[config.mk]
export PLATFORM = sky130hd
export DESIGN_NAME = key_remap_edge_event_generator_core_flat
export DESIGN_NICKNAME = d
export VERILOG_FILES = /design/src/hw/rtl/kremap_pkg.sv /design/src/hw/rtl/kremap_if.sv /design/src/hw/rtl/kremap_ram.sv /design/src/hw/rtl/key_remap_edge_event_generator.sv /design/src/flat_wrapper.sv
export SDC_FILE = /design/constraint.sdc
export NUM_CORES = 2
export LEC_CHECK = 0
export BUFFER_PORTS_ARGS = -buffer_cell sky130_fd_sc_hd__clkbuf_2
export CORE_ASPECT_RATIO = 1.2
export CORE_MARGIN = 2
export CORE_UTILIZATION = 56
export DETAILED_ROUTE_END_ITERATION = 12
export PLACE_DENSITY = 0.74
export SLEW_MARGIN = 20
export SYNTH_ARGS = -nofsm -noshare
export SYNTH_HDL_FRONTEND = slang
export SYNTH_SLANG_ARGS = --single-unit
[constraint.sdc]
create_clock -name clk_i -period 3.3 [get_ports clk_i]
set_input_delay 0.66 -clock clk_i [delete_from_list [all_inputs] [get_ports clk_i]]
set_output_delay 0.66 -clock clk_i [all_outputs]
set_load 0.03 [all_outputs]
[src/hw/rtl/kremap_pkg.sv]
package kremap_pkg;

  // Table and button counts
  localparam int NumMappings = 64;
  localparam int NumVirtual  = 32;
  localparam int NumDevices  = 16;

  // Field widths of the request and event channels
  localparam int ReqW   = 2;
  localparam int DevW   = 4;
  localparam int KeyW   = 8;
  localparam int IdxW   = 5;
  localparam int SlotW  = 6;
  localparam int CoordW = 16;

  localparam int MapAw = (NumMappings > 1) ? $clog2(NumMappings) : 1;
  localparam int BtnW  = (NumVirtual > 1) ? $clog2(NumVirtual) : 1;

  typedef enum logic [ReqW-1:0] {
    ReqKey    = 2'd0,
    ReqMap    = 2'd1,
    ReqEnable = 2'd2,
    ReqFrame  = 2'd3
  } req_e;

  typedef enum logic [1:0] {
    StIdle,
    StKeyScan,
    StKeyDrain,
    StFrame
  } state_e;

  typedef struct packed {
    logic [DevW-1:0] dev;
    logic [KeyW-1:0] key;
    logic [IdxW-1:0] button;
  } map_entry_t;

  localparam int EntryW = $bits(map_entry_t);

endpackage

[src/hw/rtl/kremap_if.sv]
interface kremap_req_if;
  logic                               valid;
  logic                               ready;
  logic [kremap_pkg::ReqW-1:0]        req_type;
  logic [kremap_pkg::DevW-1:0]        device_id;
  logic [kremap_pkg::KeyW-1:0]        key_code;
  logic                               key_pressed;
  logic [kremap_pkg::IdxW-1:0]        target_index;
  logic [kremap_pkg::SlotW-1:0]       map_slot;
  logic                               entry_valid;
  logic                               down_enable;
  logic                               up_enable;
  logic                               suppress_events;
  logic signed [kremap_pkg::CoordW-1:0] pointer_x;
  logic signed [kremap_pkg::CoordW-1:0] pointer_y;

  modport source (
    output valid, req_type, device_id, key_code, key_pressed, target_index, map_slot,
           entry_valid, down_enable, up_enable, suppress_events, pointer_x, pointer_y,
    input  ready
  );
  modport sink (
    input  valid, req_type, device_id, key_code, key_pressed, target_index, map_slot,
           entry_valid, down_enable, up_enable, suppress_events, pointer_x, pointer_y,
    output ready
  );
endinterface

interface kremap_evt_if;
  logic                                 valid;
  logic                                 ready;
  logic [kremap_pkg::IdxW-1:0]          button_index;
  logic                                 is_press;
  logic signed [kremap_pkg::CoordW-1:0] event_x;
  logic signed [kremap_pkg::CoordW-1:0] event_y;
  logic                                 last;

  modport source (
    output valid, button_index, is_press, event_x, event_y, last,
    input  ready
  );
  modport sink (
    input  valid, button_index, is_press, event_x, event_y, last,
    output ready
  );
endinterface

[src/hw/rtl/kremap_ram.sv]
module kremap_ram #(
  parameter int Width = 8,
  parameter int Depth = 64
) (
  input  logic                     clk_i,
  input  logic                     we_i,
  input  logic [$clog2(Depth)-1:0] waddr_i,
  input  logic [Width-1:0]         wdata_i,
  input  logic [$clog2(Depth)-1:0] raddr_i,
  output logic [Width-1:0]         rdata_o
);

  logic [Width-1:0] mem_q [Depth];
  logic [Width-1:0] rdata_q;

  always_ff @(posedge clk_i) begin
    if (we_i) begin
      mem_q[waddr_i] <= wdata_i;
    end
    rdata_q <= mem_q[raddr_i];
  end

  assign rdata_o = rdata_q;

endmodule

[src/hw/rtl/key_remap_edge_event_generator.sv]
// Key remap and press/release event generator.
// Request channel (req_i): one item per transfer. A pressed-key sample from
// a device below NumDevices scans the whole mapping table, one entry per cycle
// through a single comparator, and sets the virtual button of every matching
// valid entry. Mapping loads, enable writes, other key samples, and frame
// ends that are suppressed or have no enabled edge finish in the cycle of
// the transfer. A frame end walks the virtual buttons in ascending order,
// one per cycle unless an event stalls, and issues one event per enabled edge.
// Event channel (evt_o): one event per transfer from an output register;
// last marks the final event of a frame end. A frame end with no enabled
// edges issues nothing. While the event receiver stalls, the walk holds at
// each edge to issue; requests are still taken while the last event waits.
// req_i.ready is high only while no request is in progress.
// Reset clears all mapping valid bits, button states and event enables;
// the mapping RAM contents themselves need no clearing.
module key_remap_edge_event_generator_core (
  input  logic        clk_i,
  input  logic        rst_ni,
  kremap_req_if.sink  req_i,
  kremap_evt_if.source evt_o
);
  import kremap_pkg::*;

  state_e state_q, state_d;

  logic                  req_ready;
  logic                  scan_rd;
  logic                  accept;

  logic [MapAw-1:0]      idx_q, idx_d;
  logic [BtnW-1:0]       btn_q, btn_d;
  logic                  rd_vld_q, rd_vld_d;
  logic                  rd_hit_q, rd_hit_d;
  logic [NumMappings-1:0] map_vld_q, map_vld_d;
  logic [NumVirtual-1:0] cur_q, cur_d;
  logic [NumVirtual-1:0] prev_q, prev_d;
  logic [NumVirtual-1:0] pen_q, pen_d;
  logic [NumVirtual-1:0] ren_q, ren_d;
  logic [NumVirtual-1:0] fire_q, fire_d;
  logic [NumVirtual-1:0] now_q, now_d;
  logic [NumVirtual-1:0] fire_calc;
  logic [NumVirtual-1:0] btn_onehot;

  logic [DevW-1:0]            dev_q, dev_d;
  logic [KeyW-1:0]            key_q, key_d;
  logic signed [CoordW-1:0]   px_q, px_d;
  logic signed [CoordW-1:0]   py_q, py_d;

  logic                       evt_valid_q, evt_valid_d;
  logic [IdxW-1:0]            evt_idx_q, evt_idx_d;
  logic                       evt_press_q, evt_press_d;
  logic signed [CoordW-1:0]   evt_x_q, evt_x_d;
  logic signed [CoordW-1:0]   evt_y_q, evt_y_d;
  logic                       evt_last_q, evt_last_d;

  logic                  ram_we;
  map_entry_t            ram_wdata;
  map_entry_t            ram_rdata;

  logic                  key_go;
  logic                  frame_go;
  logic                  fire_now;
  logic                  out_free;
  logic                  emit;
  logic                  last_evt;
  logic                  scan_end;

  kremap_ram #(
    .Width (EntryW),
    .Depth (NumMappings)
  ) u_map_ram (
    .clk_i   (clk_i),
    .we_i    (ram_we),
    .waddr_i (MapAw'(req_i.map_slot)),
    .wdata_i (ram_wdata),
    .raddr_i (idx_q),
    .rdata_o (ram_rdata)
  );

  // Status decode
  assign accept     = req_i.valid && req_ready;
  assign fire_calc  = (cur_q & ~prev_q & pen_q) | (~cur_q & prev_q & ren_q);
  assign key_go     = (req_i.req_type == ReqKey) && req_i.key_pressed &&
                      (int'(req_i.device_id) < NumDevices);
  assign frame_go   = (req_i.req_type == ReqFrame) && !req_i.suppress_events &&
                      (fire_calc != '0);
  assign scan_end   = (idx_q == MapAw'(NumMappings - 1));
  assign btn_onehot = NumVirtual'(1) << btn_q;
  assign fire_now   = fire_q[btn_q];
  assign out_free   = !evt_valid_q || evt_o.ready;
  assign emit       = (state_q == StFrame) && fire_now && out_free;
  assign last_evt   = ((fire_q & ~btn_onehot) == '0);

  // Next state
  always_comb begin
    state_d = state_q;
    case (state_q)
      StIdle: begin
        if (accept && key_go) begin
          state_d = StKeyScan;
        end else if (accept && frame_go) begin
          state_d = StFrame;
        end
      end
      StKeyScan: begin
        if (scan_end) begin
          state_d = StKeyDrain;
        end
      end
      StKeyDrain: begin
        state_d = StIdle;
      end
      StFrame: begin
        if (emit && last_evt) begin
          state_d = StIdle;
        end
      end
      default: begin
        state_d = StIdle;
      end
    endcase
  end

  // State outputs
  always_comb begin
    req_ready = 1'b0;
    scan_rd   = 1'b0;
    case (state_q)
      StIdle:     req_ready = 1'b1;
      StKeyScan:  scan_rd   = 1'b1;
      StKeyDrain: scan_rd   = 1'b0;
      StFrame:    scan_rd   = 1'b0;
      default: begin
        req_ready = 1'b0;
        scan_rd   = 1'b0;
      end
    endcase
  end

  // Datapath
  always_comb begin
    idx_d       = idx_q;
    btn_d       = btn_q;
    rd_vld_d    = scan_rd;
    rd_hit_d    = map_vld_q[idx_q];
    map_vld_d   = map_vld_q;
    cur_d       = cur_q;
    prev_d      = prev_q;
    pen_d       = pen_q;
    ren_d       = ren_q;
    fire_d      = fire_q;
    now_d       = now_q;
    dev_d       = dev_q;
    key_d       = key_q;
    px_d        = px_q;
    py_d        = py_q;
    evt_valid_d = evt_valid_q && !evt_o.ready;
    evt_idx_d   = evt_idx_q;
    evt_press_d = evt_press_q;
    evt_x_d     = evt_x_q;
    evt_y_d     = evt_y_q;
    evt_last_d  = evt_last_q;
    ram_we      = 1'b0;
    ram_wdata   = '{dev: req_i.device_id, key: req_i.key_code, button: req_i.target_index};

    if (accept) begin
      idx_d = '0;
      btn_d = '0;
      dev_d = req_i.device_id;
      key_d = req_i.key_code;
      px_d  = req_i.pointer_x;
      py_d  = req_i.pointer_y;
      case (req_i.req_type)
        ReqMap: begin
          if (int'(req_i.map_slot) < NumMappings) begin
            ram_we = 1'b1;
            map_vld_d[MapAw'(req_i.map_slot)] = req_i.entry_valid;
          end
        end
        ReqEnable: begin
          if (int'(req_i.target_index) < NumVirtual) begin
            pen_d[BtnW'(req_i.target_index)] = req_i.down_enable;
            ren_d[BtnW'(req_i.target_index)] = req_i.up_enable;
          end
        end
        ReqFrame: begin
          // Snapshot edges, then advance the frame state
          fire_d = req_i.suppress_events ? '0 : fire_calc;
          now_d  = cur_q;
          prev_d = cur_q;
          cur_d  = '0;
        end
        default: begin
          idx_d = '0;
        end
      endcase
    end

    if (scan_rd && !scan_end) begin
      idx_d = idx_q + MapAw'(1);
    end

    // Compare the entry read in the previous cycle
    if (rd_vld_q && rd_hit_q && (ram_rdata.dev == dev_q) && (ram_rdata.key == key_q) &&
        (int'(ram_rdata.button) < NumVirtual)) begin
      cur_d[BtnW'(ram_rdata.button)] = 1'b1;
    end

    if (state_q == StFrame) begin
      if (emit) begin
        evt_valid_d = 1'b1;
        evt_idx_d   = IdxW'(btn_q);
        evt_press_d = now_q[btn_q];
        evt_x_d     = px_q;
        evt_y_d     = py_q;
        evt_last_d  = last_evt;
        fire_d      = fire_q & ~btn_onehot;
      end
      // Hold on a stalled event, else advance
      if (!(fire_now && !out_free)) begin
        btn_d = btn_q + BtnW'(1);
      end
    end
  end

  always_ff @(posedge clk_i or negedge rst_ni) begin
    if (!rst_ni) begin
      state_q     <= StIdle;
      idx_q       <= '0;
      btn_q       <= '0;
      rd_vld_q    <= 1'b0;
      map_vld_q   <= '0;
      cur_q       <= '0;
      prev_q      <= '0;
      pen_q       <= '0;
      ren_q       <= '0;
      fire_q      <= '0;
      evt_valid_q <= 1'b0;
    end else begin
      state_q     <= state_d;
      idx_q       <= idx_d;
      btn_q       <= btn_d;
      rd_vld_q    <= rd_vld_d;
      map_vld_q   <= map_vld_d;
      cur_q       <= cur_d;
      prev_q      <= prev_d;
      pen_q       <= pen_d;
      ren_q       <= ren_d;
      fire_q      <= fire_d;
      evt_valid_q <= evt_valid_d;
    end
  end

  always_ff @(posedge clk_i) begin
    rd_hit_q    <= rd_hit_d;
    now_q       <= now_d;
    dev_q       <= dev_d;
    key_q       <= key_d;
    px_q        <= px_d;
    py_q        <= py_d;
    evt_idx_q   <= evt_idx_d;
    evt_press_q <= evt_press_d;
    evt_x_q     <= evt_x_d;
    evt_y_q     <= evt_y_d;
    evt_last_q  <= evt_last_d;
  end

  assign req_i.ready        = req_ready;
  assign evt_o.valid        = evt_valid_q;
  assign evt_o.button_index = evt_idx_q;
  assign evt_o.is_press     = evt_press_q;
  assign evt_o.event_x      = evt_x_q;
  assign evt_o.event_y      = evt_y_q;
  assign evt_o.last         = evt_last_q;

`ifndef SYNTHESIS
  // The button walk never idles in the frame state with nothing left to issue
  a_frame_has_work: assert property (@(posedge clk_i) disable iff (!rst_ni)
    (state_q == StFrame) |-> (fire_q != '0))
    else $error("frame walk with empty edge mask");

  // A final event leaves no pending edges behind
  a_last_clears: assert property (@(posedge clk_i) disable iff (!rst_ni)
    (emit && last_evt) |=> (fire_q == '0))
    else $error("last event with edges still pending");

  // Table read data is only consumed right after a scan read
  a_rd_follows_scan: assert property (@(posedge clk_i) disable iff (!rst_ni)
    rd_vld_q |-> $past(state_q == StKeyScan))
    else $error("table compare without a scan read");
`endif

endmodule
[src/flat_wrapper.sv]
// flat-port wrapper written by rule: the top's interface ports become plain ports
module key_remap_edge_event_generator_core_flat import kremap_pkg::*;
  (clk_i, rst_ni, req_i_valid, req_i_req_type, req_i_device_id, req_i_key_code, req_i_key_pressed, req_i_target_index, req_i_map_slot, req_i_entry_valid, req_i_down_enable, req_i_up_enable, req_i_suppress_events, req_i_pointer_x, req_i_pointer_y, req_i_ready, evt_o_valid, evt_o_button_index, evt_o_is_press, evt_o_event_x, evt_o_event_y, evt_o_last, evt_o_ready);
  kremap_req_if req_i_i ();
  kremap_evt_if evt_o_i ();
  input  logic clk_i;
  input  logic rst_ni;
  input wire logic [$bits(req_i_i.valid)-1:0] req_i_valid;
  input wire logic [$bits(req_i_i.req_type)-1:0] req_i_req_type;
  input wire logic [$bits(req_i_i.device_id)-1:0] req_i_device_id;
  input wire logic [$bits(req_i_i.key_code)-1:0] req_i_key_code;
  input wire logic [$bits(req_i_i.key_pressed)-1:0] req_i_key_pressed;
  input wire logic [$bits(req_i_i.target_index)-1:0] req_i_target_index;
  input wire logic [$bits(req_i_i.map_slot)-1:0] req_i_map_slot;
  input wire logic [$bits(req_i_i.entry_valid)-1:0] req_i_entry_valid;
  input wire logic [$bits(req_i_i.down_enable)-1:0] req_i_down_enable;
  input wire logic [$bits(req_i_i.up_enable)-1:0] req_i_up_enable;
  input wire logic [$bits(req_i_i.suppress_events)-1:0] req_i_suppress_events;
  input wire logic [$bits(req_i_i.pointer_x)-1:0] req_i_pointer_x;
  input wire logic [$bits(req_i_i.pointer_y)-1:0] req_i_pointer_y;
  output wire logic [$bits(req_i_i.ready)-1:0] req_i_ready;
  output wire logic [$bits(evt_o_i.valid)-1:0] evt_o_valid;
  output wire logic [$bits(evt_o_i.button_index)-1:0] evt_o_button_index;
  output wire logic [$bits(evt_o_i.is_press)-1:0] evt_o_is_press;
  output wire logic [$bits(evt_o_i.event_x)-1:0] evt_o_event_x;
  output wire logic [$bits(evt_o_i.event_y)-1:0] evt_o_event_y;
  output wire logic [$bits(evt_o_i.last)-1:0] evt_o_last;
  input wire logic [$bits(evt_o_i.ready)-1:0] evt_o_ready;
  assign req_i_i.valid = req_i_valid;
  assign req_i_i.req_type = req_i_req_type;
  assign req_i_i.device_id = req_i_device_id;
  assign req_i_i.key_code = req_i_key_code;
  assign req_i_i.key_pressed = req_i_key_pressed;
  assign req_i_i.target_index = req_i_target_index;
  assign req_i_i.map_slot = req_i_map_slot;
  assign req_i_i.entry_valid = req_i_entry_valid;
  assign req_i_i.down_enable = req_i_down_enable;
  assign req_i_i.up_enable = req_i_up_enable;
  assign req_i_i.suppress_events = req_i_suppress_events;
  assign req_i_i.pointer_x = req_i_pointer_x;
  assign req_i_i.pointer_y = req_i_pointer_y;
  assign req_i_ready = req_i_i.ready;
  assign evt_o_valid = evt_o_i.valid;
  assign evt_o_button_index = evt_o_i.button_index;
  assign evt_o_is_press = evt_o_i.is_press;
  assign evt_o_event_x = evt_o_i.event_x;
  assign evt_o_event_y = evt_o_i.event_y;
  assign evt_o_last = evt_o_i.last;
  assign evt_o_i.ready = evt_o_ready;
  key_remap_edge_event_generator_core u_core (.clk_i(clk_i), .rst_ni(rst_ni), .req_i(req_i_i), .evt_o(evt_o_i));
endmodule
[Word level (Yosys, flattened, before mapping)]
Memories as Yosys holds them, arrays and structs flattened. A register that Yosys moved wholly into a read port is not among the register bits.
Cells that the tools add are included.
Word-level totals
  bits in registers: 355
  memory bits (writable): 1088
  input bits: 66
  output and inout port bits: 41
  word-level logic and storage cells: 131
  memories: 1
Memory list
  u_core.u_map_ram.mem_q: depth 64, width 17, rd ports 1, clocked after memory_dff 1, write ports 1, RTL line kremap_ram.sv:13  | logic [Width-1:0] mem_q [Depth];
Cells by class
  add/sub/neg operators: 2
  order comparisons: 8
  equal/unequal tests: 12
  shift-type cells: 1
  mux-type cells: 41
  bitwise logic cells: 10
  reductions and logical operators: 34
Operators with widths (number)
  $mux 32: 8
  $and 32x32->32: 5
  $not 32->32: 3
  $bwmux 32: 2
  $bwmux 64: 1
  $or 32x32->32: 2
  $logic_not 32->1: 1
  $reduce_bool 32->1: 1
  $shl 1x5->32 const A: 1
  $logic_and 1x1->1: 18
  $lt 5x6->1 const B: 3
  $mux 5: 3
  $lt 6x7->1 const B: 2
  $mux 1: 14
  $mux 6: 2
  $bmux 1 s5: 2
  $demux 1 s5: 2
  $ge 5x1->1 const B: 2
  $eq 2x2->1 const B: 4
  $eq 8x8->1: 1
  $mux 2: 4
  $pmux 2 s4: 1
  $reduce_and 2->1: 4
  $add 6x1->6 const B: 1
  14 further kinds: 21

[Logic depth before layout (Yosys ltp)]
  depth in word-level cells: 10
  depth in mapped cells: 12
  depth with buffers taken out: 9

[Hierarchy]
From an unflattened synthesis, not the netlist that was laid out.
Second synthesis, totals
  cell total of the unflattened synthesis: 3224
  area total of the unflattened synthesis: 58139.5 sq um
By module, submodules not included
  kremap_ram: instances 1, cells each 1953, area an instance 42344.4 sq um, sequential area each 33011.7 sq um
  key_remap_edge_event_generator_core: instances 1, cells each 1271, area an instance 15795.1 sq um, sequential area each 9454.1 sq um

[Worst setup path after synthesis]
No wires, ideal clock.
  path kind: flip-flop to flip-flop
  start: reg u_core.state_q[1]
  end: reg u_core.map_vld_q[31]
  library setup time: 0.125 ns
  arrival time: 3.968 ns
  required time: 3.175 ns
  slack: -0.793 ns
  stages on the path, launching flop included: 9
  buffers on the path: 0
  clock period less this slack: 4.093 ns
  cell sequence: dfrtp_1 nor2_1 nand2_1 inv_1 nand2_1 nor3b_1 nand3_1 nor2_1 mux2_2
Between the ends
  cells in the longest elaborated chain, start to end: 4
RTL lines
  start: declaration: RTL line key_remap_edge_event_generator.sv:24  | state_e state_q, state_d;
  start signal: assignment: RTL line key_remap_edge_event_generator.sv:228  | state_q <= StIdle;
  start signal: assignment: RTL line key_remap_edge_event_generator.sv:240  | state_q <= state_d;
  $logic_not 2->1: RTL line key_remap_edge_event_generator.sv:128  | case (state_q)
  $mux 1: RTL line key_remap_edge_event_generator.sv:128
  named net req_i_ready: RTL line flat_wrapper.sv:21  | output wire logic [$bits(req_i_i.ready)-1:0] req_i_ready;
  $logic_and 1x1->1: RTL line key_remap_edge_event_generator.sv:81  | assign accept = req_i.valid && req_ready;
  named net u_core.accept: RTL line key_remap_edge_event_generator.sv:28  | logic accept;
  $reduce_and 2->1 (no source line)
  end signal: assignment: RTL line key_remap_edge_event_generator.sv:244  | map_vld_q <= map_vld_d;
  end: declaration: RTL line key_remap_edge_event_generator.sv:34  | logic [NumMappings-1:0] map_vld_q, map_vld_d;
The timed path passes the listed nets, and every way through them passes these cells.
A chain may end at the register's enable or synchronous reset.

[Worst setup path after layout]
  start: reg u_core.btn_q[0]
  end: reg u_core.state_q[0]
Between the ends
  cells in the longest elaborated chain, start to end: 7
  elaborated cells on any way between the ends: 11
  classes of those cells: eq/ne: 1; shift: 1; mux: 2; bitwise: 2; reduce/logical: 5
RTL lines
  start: declaration: RTL line key_remap_edge_event_generator.sv:31  | logic [BtnW-1:0] btn_q, btn_d;
  start signal: assignment: RTL line key_remap_edge_event_generator.sv:242  | btn_q <= btn_d;
  $shl 1x5->32: RTL line key_remap_edge_event_generator.sv:88  | assign btn_onehot = NumVirtual'(1) << btn_q;
  $not 32->32: RTL line key_remap_edge_event_generator.sv:92  | assign last_evt = ((fire_q & ~btn_onehot) == '0);
  $and 32x32->32: RTL line key_remap_edge_event_generator.sv:92
  $logic_not 32->1: RTL line key_remap_edge_event_generator.sv:92
  named net u_core.last_evt: RTL line key_remap_edge_event_generator.sv:65  | logic last_evt;
  $logic_and 1x1->1: RTL line key_remap_edge_event_generator.sv:114  | if (emit && last_evt) begin
  $ne 2x1->1 (no source line)
  $reduce_and 3->1 (no source line)
The timed path passes the listed nets, and every way through them passes these cells. The select of a mux whose other input is x is not followed.

==> results.yml <==
setup_path:
  worstSetupPathType: "register to register"
  r2r_cells: 10
  cpMostUsedCell: "nand4_1"
  slowest_delay_ps: 550
  end_kind: "register"
  startpoint_type: "register"
  critPathLaunch: "u_core.btn_q[0]"
  r2r-start: "u_core.btn_q[0]"
  rrSetupSlack_ps: 210
  cp_slowest_cell: "dfrtp_1"
  arrival_ps: 3700
  required_ps: 3900
  worstPathMaxFanout: 12
  crit_chain: "buf_4 -> inv_1 -> ha_1 -> nand2_1 -> o21ai_0 -> nand4_1 -> or4_1 -> nor4_2 -> a21o_1 -> nand4_1"
  r2r_end: "u_core.state_q[0]"
power:
  powerDensity_nw_per_um2: 733
  power.internal_mw: 35.7
  p_clk_share_pct: 34.2
  vdd_ir_drop_max_uv: 629
  power_frac_seq_pct: 44.3
  p_sw_mw: 13.0
  cellLeakagePower_nw: 22.5
  switching_share_pct: 26.8
  p_total_mw: 48.7
  p_comb_share_pct: 21.5
routing:
  drt_iter0_drc: 3303
  wire_per_inst_um: 31.2
  vias_per_cell: 6.42
  wirelength_um: 144000
  drcViolationCount: 0
  drt_pass1_iterations: 7
  postRouteAntennaNets: 0
  via_count: 29500
floorplanning:
  die_area_um2: 105000
  die_h_um: 354
  coreArea_um2: 101000
  placementRows: 128
  start_util_pct: 56.4
  pin_count: 107
  die-width_um: 295
grt:
  antenna_found_initial: 14
  grt-ovfl-total: 0
  track_usage_pct: 28.2
  grt_pass1_wl_um: 209000
  grt_start_max_net_pins: 75
  first_global_vias: 30400
logic_synthesis:
  synth-edff-count: 1203
  syn_inst: 2818
  synth_top_cell_by_area: "edfxtp_1"
  seq_area_frac_synth_pct: 74.4
  synth_warnings: 0
  ys_ff_latch: 1460
  synth_top_family_by_area: "multiplexers"
  yosys.area_share.adder_pct: 0.153
  synth-simple-area-share_pct: 3.77
  netlist_area_um2: 57100
  async_flop_share_pct: 16.4
  synthDistinctLibCells: 68
  synth.mux.area_fraction_pct: 18.2
  synth_compound_gate_area_share_pct: 1.94
  yosysTopAreaCellShare_pct: 63.3
  synth_area_leaders: "edfxtp_1, mux4_2, dfrtp_1"
  synth_area_per_cell_um2: 20.3
  synthesis.nets: 2891
  synth-main-ff-cell: "edfxtp_1"
  synthXorXnorAreaFrac_pct: 0.199
clock_network:
  clk_pin_slew_ps: 60
  cts_root_buffer: "clkbuf_16"
  cts_buffers: 139
  cts_tree: "yes"
  htree_levels: 4
  clkLatencyLatePin_ps: 770
  cts_sinks: 1460
  cts_max_path_buffers: 3
timing:
  period_minus_slack_ps: 3090
  setup_violations: 0
  finalMaxSlewViolations: 0
  clock_skew_ps: 26.3
  maxSlewHeadroom_pct: 34.1
  fin_crit_sh_pct: 93.7
  rsz0062_at_grt: "no"
  hold_slack_ps: 74.5
  worst_pin_slew_ps: 989
  finalHoldViolCount: 0
  fmax_mhz: 323
  tns_ps: 0
placement:
  place_inst: 4344
  io_buffers: 106
  gp_congestion: 0.971
  hpwlAfterDp_um: 91200
cells_and_area:
  layout_commonest_cell: "edfxtp_1"
  most-common-layout-cells: "edfxtp_1, mux4_2, dfrtp_1, nand2_1, clkbuf_16"
  syn_to_final_growth_pct: 16.4
  utilization_pct: 65.6
  nNetsFinal: 3194
  drive_gt1_share_pct: 35.5
  fin_cells: 4602
run_status:
  outcome: "completed"
min_path:
  min_path_cells: 1
  holdPathEnd: "u_core.py_q[15]"
  min_path_type: "input pin to register"
  hold_path.startpoint: "req_i_pointer_y[15]"
job:
  cap_violations: 0
[synth_stat cells (4+ instances only)]
cell and n:
edfxtp_1 1203, mux2_2 130, nor2b_1 6, a221o_1 4, a32o_1 5, a32oi_1 4, nor3b_1 6, nand3b_1 42
o22ai_1 5, o21ai_0 81, clkbuf_1 78, or3b_2 6, nand2_1 204, o21a_1 5, mux4_2 392, a31oi_1 4
xnor2_1 7, dfxtp_1 18, nor3_1 9, nor2_1 115, ha_1 7, a22o_1 9, or3_1 6, buf_1 19
nand3_1 19, buf_2 41, o21ai_1 5, mux2i_1 11, a22oi_1 4, dfrtp_1 239, nand4_1 12, inv_1 25
a211oi_1 4, o31ai_1 4, nor4_1 8, nand2b_1 13, xor2_1 6, or2_2 5, buf_6 8, a21oi_1 11
[worst max-delay path: cells and delay by family, from the launching register on]
kind                       cells  cell delay (ps)
AOI/OAI and AO/OA              2              520
adders and majority gates      1              250
buffers and inverters          2              390
DFF                            1              550
and+or+nand+nor                5             1210
[cell families (layout without fill, tap and decap cells)]
kind of cell               count (synthesis)  after routing
AOI/OAI and AO/OA                        170            170
xor gates and xnor gates                  13             13
and+or+nand+nor                          462            462
other                                      0              3
buffers and inverters                    173            589
adders and majority gates                  7              7
muxes                                    533            533
DFF                                     1460           1460
[metrics by stage]
| stage | worst slack, ps | cell area [µm²] |
|---|---|---|
| 2_1_floorplan | 8.27 | 57600 |
| 3_3_place_gp | 223 | 61600 |
| 3_5_place_dp | 219 | 61600 |
| 4_1_cts | 244 | 66400 |
| 5_1_grt | 12.0 | 66400 |
| 6_report | 207 | 66400 |
[how the worst max path moves through the flow]
stage	slack, ps	to	depth (start not counted)
floorplan	8	u_core.map_vld_q[31]	8
global placement	220	u_core.u_map_ram.mem_q[43][4]	10
detailed placement	220	u_core.map_vld_q[51]	10
CTS	240	u_core.state_q[0]	10
global route	10	u_core.state_q[0]	10
finish	210	u_core.state_q[0]	10
[metal layers]
layer	track usage, %	wire length [µm]
met2	46.9	73700
met4	12.5	6290
met1	36.3	52100
met5	0	135
met3	5.54	11500
[layout make-up]
cell class              instances  area (µm²)
well taps                    1365        1710
clock inverters                77         966
multi-input cells            1185       14400
diodes                          3        7.51
flip-flops and latches       1460       42500
repair buffers                308        2940
fillers                      6484       34800
clock buffers                 177        3830
inverters                      27         108
[power by group through the flow]
stage | clock network (mW) | registers (mW) | logic (mW)
after floorplan | 0 | 21.4 | 7.17
after global placement | 0 | 21.9 | 10.3
after detailed placement | 0 | 21.9 | 10.5
after CTS | 16.9 | 21.5 | 10.6
after global routing | 17.5 | 21.6 | 11.0
final | 16.7 | 21.6 | 10.5
[registers in the layout (all words and copies together), names as in the netlist, 5 cells and up]
register and flops:
u_core.evt_o.button_index 5, u_core.ren_q 32, u_core.pen_q 32, u_core.fire_q 32, u_core.u_map_ram.rdata_o 17, u_core.btn_q 5
u_core.now_q 32, u_core.py_q 16, u_core.prev_q 32, u_core.cur_q 32, u_core.px_q 16, u_core.evt_o.event_x 16
u_core.idx_q 6, u_core.map_vld_q 64, u_core.key_q 8, u_core.u_map_ram.mem_q 1088, u_core.evt_o.event_y 16
[timing repair]
item	4_1_cts	5_1_grt
gates resized for setup	0	0
setup buffers	0	0
hold buffers	1	0
endpoints found under the hold margin	44	0
Note: power is estimated with default switching activity, not from simulation.
